[src/design/spq_pkg.sv]
// ----------------------------------------------------------------------------
// spq_pkg
// Shared types, codes and sizes of the sorted priority queue.
// ----------------------------------------------------------------------------
package spq_pkg;

	// Capacity of the queue (number of slots)
	localparam int QUEUE_DEPTH = 32;
	// Width of the entry counter, able to hold QUEUE_DEPTH itself
	localparam int CNT_W = $clog2(QUEUE_DEPTH + 1);
	// Width of the occupancy field
	localparam int OCC_W = 6;

	// Operation codes
	localparam logic [1:0] MODE_PUSH = 2'd0;
	localparam logic [1:0] MODE_POP  = 2'd1;
	localparam logic [1:0] MODE_PEEK = 2'd2;

	// Result status codes
	localparam logic [1:0] STAT_OK    = 2'd0;
	localparam logic [1:0] STAT_EMPTY = 2'd1;
	localparam logic [1:0] STAT_FULL  = 2'd2;

	// One stored entry
	typedef struct packed {
		logic [15:0]        id;
		logic signed [31:0] value;
		logic signed [15:0] prio;
	} entry_t;

	// Commands from controller to datapath
	typedef struct packed {
		logic load;   // capture the command fields
		logic exec;   // perform the operation on the slot array
	} ctl_cmd_t;

	// One result transfer
	typedef struct packed {
		logic [1:0]       status;
		entry_t           head;
		logic [OCC_W-1:0] occupancy;
	} result_t;

endpackage

[src/design/spq_datapath.sv]
// ----------------------------------------------------------------------------
// spq_datapath
// Sorted slot array with one priority comparator per slot, entry counter
// and result registers.
// ----------------------------------------------------------------------------
module spq_datapath (
	input  logic                clk,
	input  logic                arst_n,
	input  spq_pkg::ctl_cmd_t   cmd,
	input  logic [1:0]          mode,
	input  logic [15:0]         entry_id,
	input  logic signed [31:0]  entry_value,
	input  logic signed [15:0]  entry_priority,
	output spq_pkg::result_t    result
);

	localparam int D = spq_pkg::QUEUE_DEPTH;
	localparam int W = spq_pkg::CNT_W;

	logic [1:0]              mode_q;
	spq_pkg::entry_t         new_q;
	spq_pkg::entry_t         slot_q [D];
	logic [W-1:0]            count_q;
	logic [W-1:0]            count_nx;
	spq_pkg::result_t        result_q;

	logic                    full;
	logic                    empty;
	logic                    do_push;
	logic                    do_pop;
	logic [D-1:0]            ge;
	logic [D-1:0]            prev_ge;

	// Command capture
	always_ff @(posedge clk) begin
		if (cmd.load) begin
			mode_q      <= mode;
			new_q.id    <= entry_id;
			new_q.value <= entry_value;
			new_q.prio  <= entry_priority;
		end
	end

	assign full    = (count_q == W'(D));
	assign empty   = (count_q == '0);
	assign do_push = cmd.exec && (mode_q == spq_pkg::MODE_PUSH) && !full;
	assign do_pop  = cmd.exec && (mode_q == spq_pkg::MODE_POP) && !empty;

	// Per-slot compare: stored entry stays ahead of the new one
	always_comb begin
		for (int i = 0; i < D; i++) begin
			ge[i] = (W'(i) < count_q) && (slot_q[i].prio >= new_q.prio);
		end
		prev_ge = {ge[D-2:0], 1'b1};
	end

	// Slot array: insert at the first slot that does not stay ahead,
	// shift the rest back; pop shifts everything forward
	for (genvar g = 0; g < D; g++) begin : g_slot
		spq_pkg::entry_t from_prev;
		spq_pkg::entry_t from_next;

		if (g == 0) begin : g_first
			assign from_prev = new_q;
		end else begin : g_mid
			assign from_prev = slot_q[g-1];
		end

		if (g == D - 1) begin : g_last
			assign from_next = slot_q[g];
		end else begin : g_inner
			assign from_next = slot_q[g+1];
		end

		always_ff @(posedge clk) begin
			if (do_push) begin
				if (!ge[g] && prev_ge[g])
					slot_q[g] <= new_q;
				else if (!ge[g])
					slot_q[g] <= from_prev;
			end else if (do_pop) begin
				slot_q[g] <= from_next;
			end
		end
	end

	// Next entry count
	always_comb begin
		count_nx = count_q;
		if (do_push)
			count_nx = count_q + W'(1);
		else if (do_pop)
			count_nx = count_q - W'(1);
	end

	always_ff @(posedge clk or negedge arst_n) begin
		if (!arst_n)
			count_q <= '0;
		else
			count_q <= count_nx;
	end

	// Result registers
	always_ff @(posedge clk) begin
		if (cmd.exec) begin
			result_q.status    <= spq_pkg::STAT_OK;
			result_q.head      <= '0;
			result_q.occupancy <= spq_pkg::OCC_W'(count_nx);
			case (mode_q)
				spq_pkg::MODE_PUSH: begin
					if (full)
						result_q.status <= spq_pkg::STAT_FULL;
				end
				spq_pkg::MODE_POP, spq_pkg::MODE_PEEK: begin
					if (empty)
						result_q.status <= spq_pkg::STAT_EMPTY;
					else
						result_q.head <= slot_q[0];
				end
				default: begin
					result_q.status <= spq_pkg::STAT_OK;
				end
			endcase
		end
	end

	assign result = result_q;

endmodule

[config.mk]
export PLATFORM = sky130hd
export DESIGN_NAME = spq_datapath
export DESIGN_NICKNAME = d
export VERILOG_FILES = /design/src/design/spq_pkg.sv /design/src/design/spq_datapath.sv
export SDC_FILE = /design/constraint.sdc
export NUM_CORES = 2
export LEC_CHECK = 0
export BUFFER_PORTS_ARGS = -buffer_cell sky130_fd_sc_hd__buf_2
export CAP_MARGIN = 15
export CORE_UTILIZATION = 25
export DETAILED_ROUTE_END_ITERATION = 7
export GPL_ROUTABILITY_DRIVEN = 0
export RECOVER_POWER = 25
export SLEW_MARGIN = 20
export SYNTH_ARGS = -nofsm -noshare
export SYNTH_HDL_FRONTEND = slang
export SYNTH_SLANG_ARGS = --single-unit
[constraint.sdc]
create_clock -name clk -period 9.38 [get_ports clk]
set_clock_uncertainty 0.05 [all_clocks]
set_input_delay 0.469 -clock clk [delete_from_list [all_inputs] [get_ports clk]]
set_output_delay 0.469 -clock clk [all_outputs]
set_load 0.02 [all_outputs]
==> flow_metrics.tcl <==
set metrics [dict create \
    yosysTopAreaCell "edfxtp_1" \
    wl_per_cell_um 26.9 \
    crit_path_start_kind "input pin" \
    clkLatencyLatePin_ns 0.95 \
    p_per_area_nw_per_um2 245 \
    totalWireLength_um 422000 \
    maxSlewHeadroom_pct -180 \
    async_reset_ff_share_pct 0.274 \
    antenna_found_initial 30 \
    grt_pass1_wl_um 599000 \
    vdd_drop_max_mv 0.198 \
    crit_top_cell "clkbuf_1" \
    rsz0062_at_grt "no" \
    cts_resized 0 \
    grt_util_all_layers_pct 17.4 \
    die_h_um 680 \
    hold_class "in2reg" \
    crit_type "in2reg" \
    syn_area_sq_um 115000 \
    nNetsFinal 9961 \
    clockBufferDepth 4 \
    area_delta_synth_final_pct 13.1 \
    tightest_slew_ns 4.20 \
    viasPerCell 5.48 \
    min_period_over_period_pct 81.5 \
    regArea_sq_um 65800 \
    synth.avg_cell_area_sq_um 12.0 \
    grt-ovfl-total 0 \
    setup_viol 0 \
    clk_pin_slew_worst_paths_ns 0.06 \
    mostFrequentLayoutCells "edfxtp_1 (2186), nand2_1 (899), a221o_1 (811)" \
    fp-row-count 248 \
    final_common_cell "edfxtp_1" \
    nFillCells 46921 \
    ctsHoldBuffers 68 \
    synth_top_area_share_pct 57.0 \
    cpMaxStageDelayCell "clkbuf_1" \
    synthesis.nets 10143 \
    route.met2.wl_um 189000 \
    p_leak_nw 47.6 \
    synth_seq_cells 2192 \
    drive_gt1_share_pct 7.30 \
    synth_area_leaders "edfxtp_1 (57%), a221o_1 (7.1%), ha_1 (5.6%)" \
    start_util_pct 25.2 \
    first_pass_iters 6 \
    synthCells 9555 \
    tritoncts "built" \
    num_io_pins 142 \
    path_max_fanout 122 \
    grt_start_max_net_pins 255 \
    yosys_most_used_dff "edfxtp_1" \
    wl_met3_um 42700 \
    power.total_mw 31.9 \
    violations "capacitance limit, slew limit" \
    drv_cap 33 \
    fin_crit_ns 7.65 \
    maxSlewViolCount 869 \
    postCtsSetupBuffers 0 \
    run_status "complete, but fails checks" \
    met1_length_um 170000 \
    dp_cells 15187 \
    synth-edff-count 2186 \
    max_stage_delay_ns 1.92 \
    cp_cell_sequence "clkbuf_1 > clkbuf_1 > buf_4 > nand4_1 > buf_12 > o21ai_4 > clkbuf_1 > buf_4" \
    multi_input_area_sq_um 45700 \
    arrival_ns 8.09 \
    layoutNonFillerInstCount 15715 \
    drtAntennaViolNets 0 \
    dr.max_layer_used "met5" \
    critPathTopFamily "buffers and inverters" \
    ys_types 85 \
    cts_buffers 239 \
    drt-initial-drc-count 11952 \
    cp-end-kind "register" \
    htree_num_levels 4 \
    fp.coreArea_sq_um 457000 \
    dpl.hpwl_um 256000 \
    ys_seq_area_share_pct 57.2 \
    worstPathRequired_ns 9.83 \
    timing.fmax_ghz 0.131 \
    tns_ns 0 \
    cts_sinks 2192 \
    utilization_pct 28.5 \
    io_buffer_count 141 \
    hold_viol_final 0 \
    clock_tree.root_cell "clkbuf_16" \
    drc 0 \
    dieWidth_um 680 \
    grt_pass1_vias 81287 \
    ys_warn_count 0 \
    design.die.area_sq_um 463000 \
    cp_num_buf_inv 6 \
    vias 86089 \
]
[metal layers]
metal  GRT usage [%]  vias to the layer above
met3            3.08                      858
met1            23.4                    43232
li1                -                    37140
met2            27.5                     4839
met4            7.37                       20
met5               0                        -
[worst register-to-register path, stage by stage, from the launching register on]
cell	delay [ns]
dfrtp_1	0.48
inv_1	0.12
ha_1	0.35
nor3b_1	1.22
nand2_4	0.94
nand4_1	0.58
buf_12	0.56
nand3_1	1.72
buf_4	0.94
[sequential cells by signal, summed over array words and instances (netlist names)]
| register | flops |
|---|---|
| mode_q | 2 |
| g_slot.from_prev | 64 |
| count_q | 6 |
| result | 72 |
| slot_q | 2048 |
[final cells by class]
cell class	instances	share of cell area, %
Sequential cell	2192	50.6
Multi-Input combinational cell	6438	35.1
Tap cell	6125	5.89
Clock buffer	279	4.78
Timing Repair Buffer	424	2.32
Clock inverter	152	1.09
Inverter	78	0.225
Antenna cell	27	0.0519
[metrics by stage]
| stage | hold slack, ns | area [sq um] | setup WS, ns |
|---|---|---|---|
| after CTS | 0.0187 | 131000 | 3.55 |
| final | 0.241 | 130000 | 1.73 |
| after detailed placement | 0.289 | 122000 | 3.61 |
| after global routing | 0.252 | 130000 | 1.65 |
| after global placement | 0.294 | 122000 | 3.63 |
| after floorplan | 0.123 | 115000 | 1.75 |
[final timing paths]
check                             startpoint  slack [ns]  depth (start not counted)                     end
max in group asynchronous             arst_n        8.51                          3              count_q[3]
min in group asynchronous             arst_n        0.52                          3              count_q[2]
min                        entry_priority[3]        0.24                          2  g_slot[0].from_prev[3]
min reg2reg                   slot_q[1][163]        0.50                          2           slot_q[1][99]
max                                   cmd[0]        1.73                          8           slot_q[1][31]
max reg2reg                       count_q[1]        1.76                          8          slot_q[1][864]
[cell families after synthesis]
logic type | share of synthesized area (%)
AO/OA/AOI/OAI | 19.2
AND/OR/NAND/NOR | 9.52
flip-flops | 57.2
buffers and inverters | 3.49
multiplexers | 4.98
adder cells (fa/ha/maj) | 5.63
XOR/XNOR | 0.0305
[synth_stat cells, types with 37 or more instances]
cell type,number
a21o_1,383
a21oi_1,524
a221o_1,811
a22o_1,291
a22oi_1,128
and2_1,201
and3_1,199
buf_1,44
buf_2,246
clkbuf_1,510
edfxtp_1,2186
ha_1,518
inv_1,63
mux2_2,66
mux2i_1,498
nand2_1,905
nand3_1,38
nand4_1,100
nor2_1,794
nor2b_1,37
nor3_1,66
o211ai_1,94
o21ai_0,316
o21ai_1,62
o22ai_1,67
o31ai_1,82
[where the power goes]
group | switching (mW) | internal (mW)
registers | 1.18 | 13.2
clock network | 4.17 | 5.44
logic | 5.30 | 2.58
(Power assumes the default switching activity.)
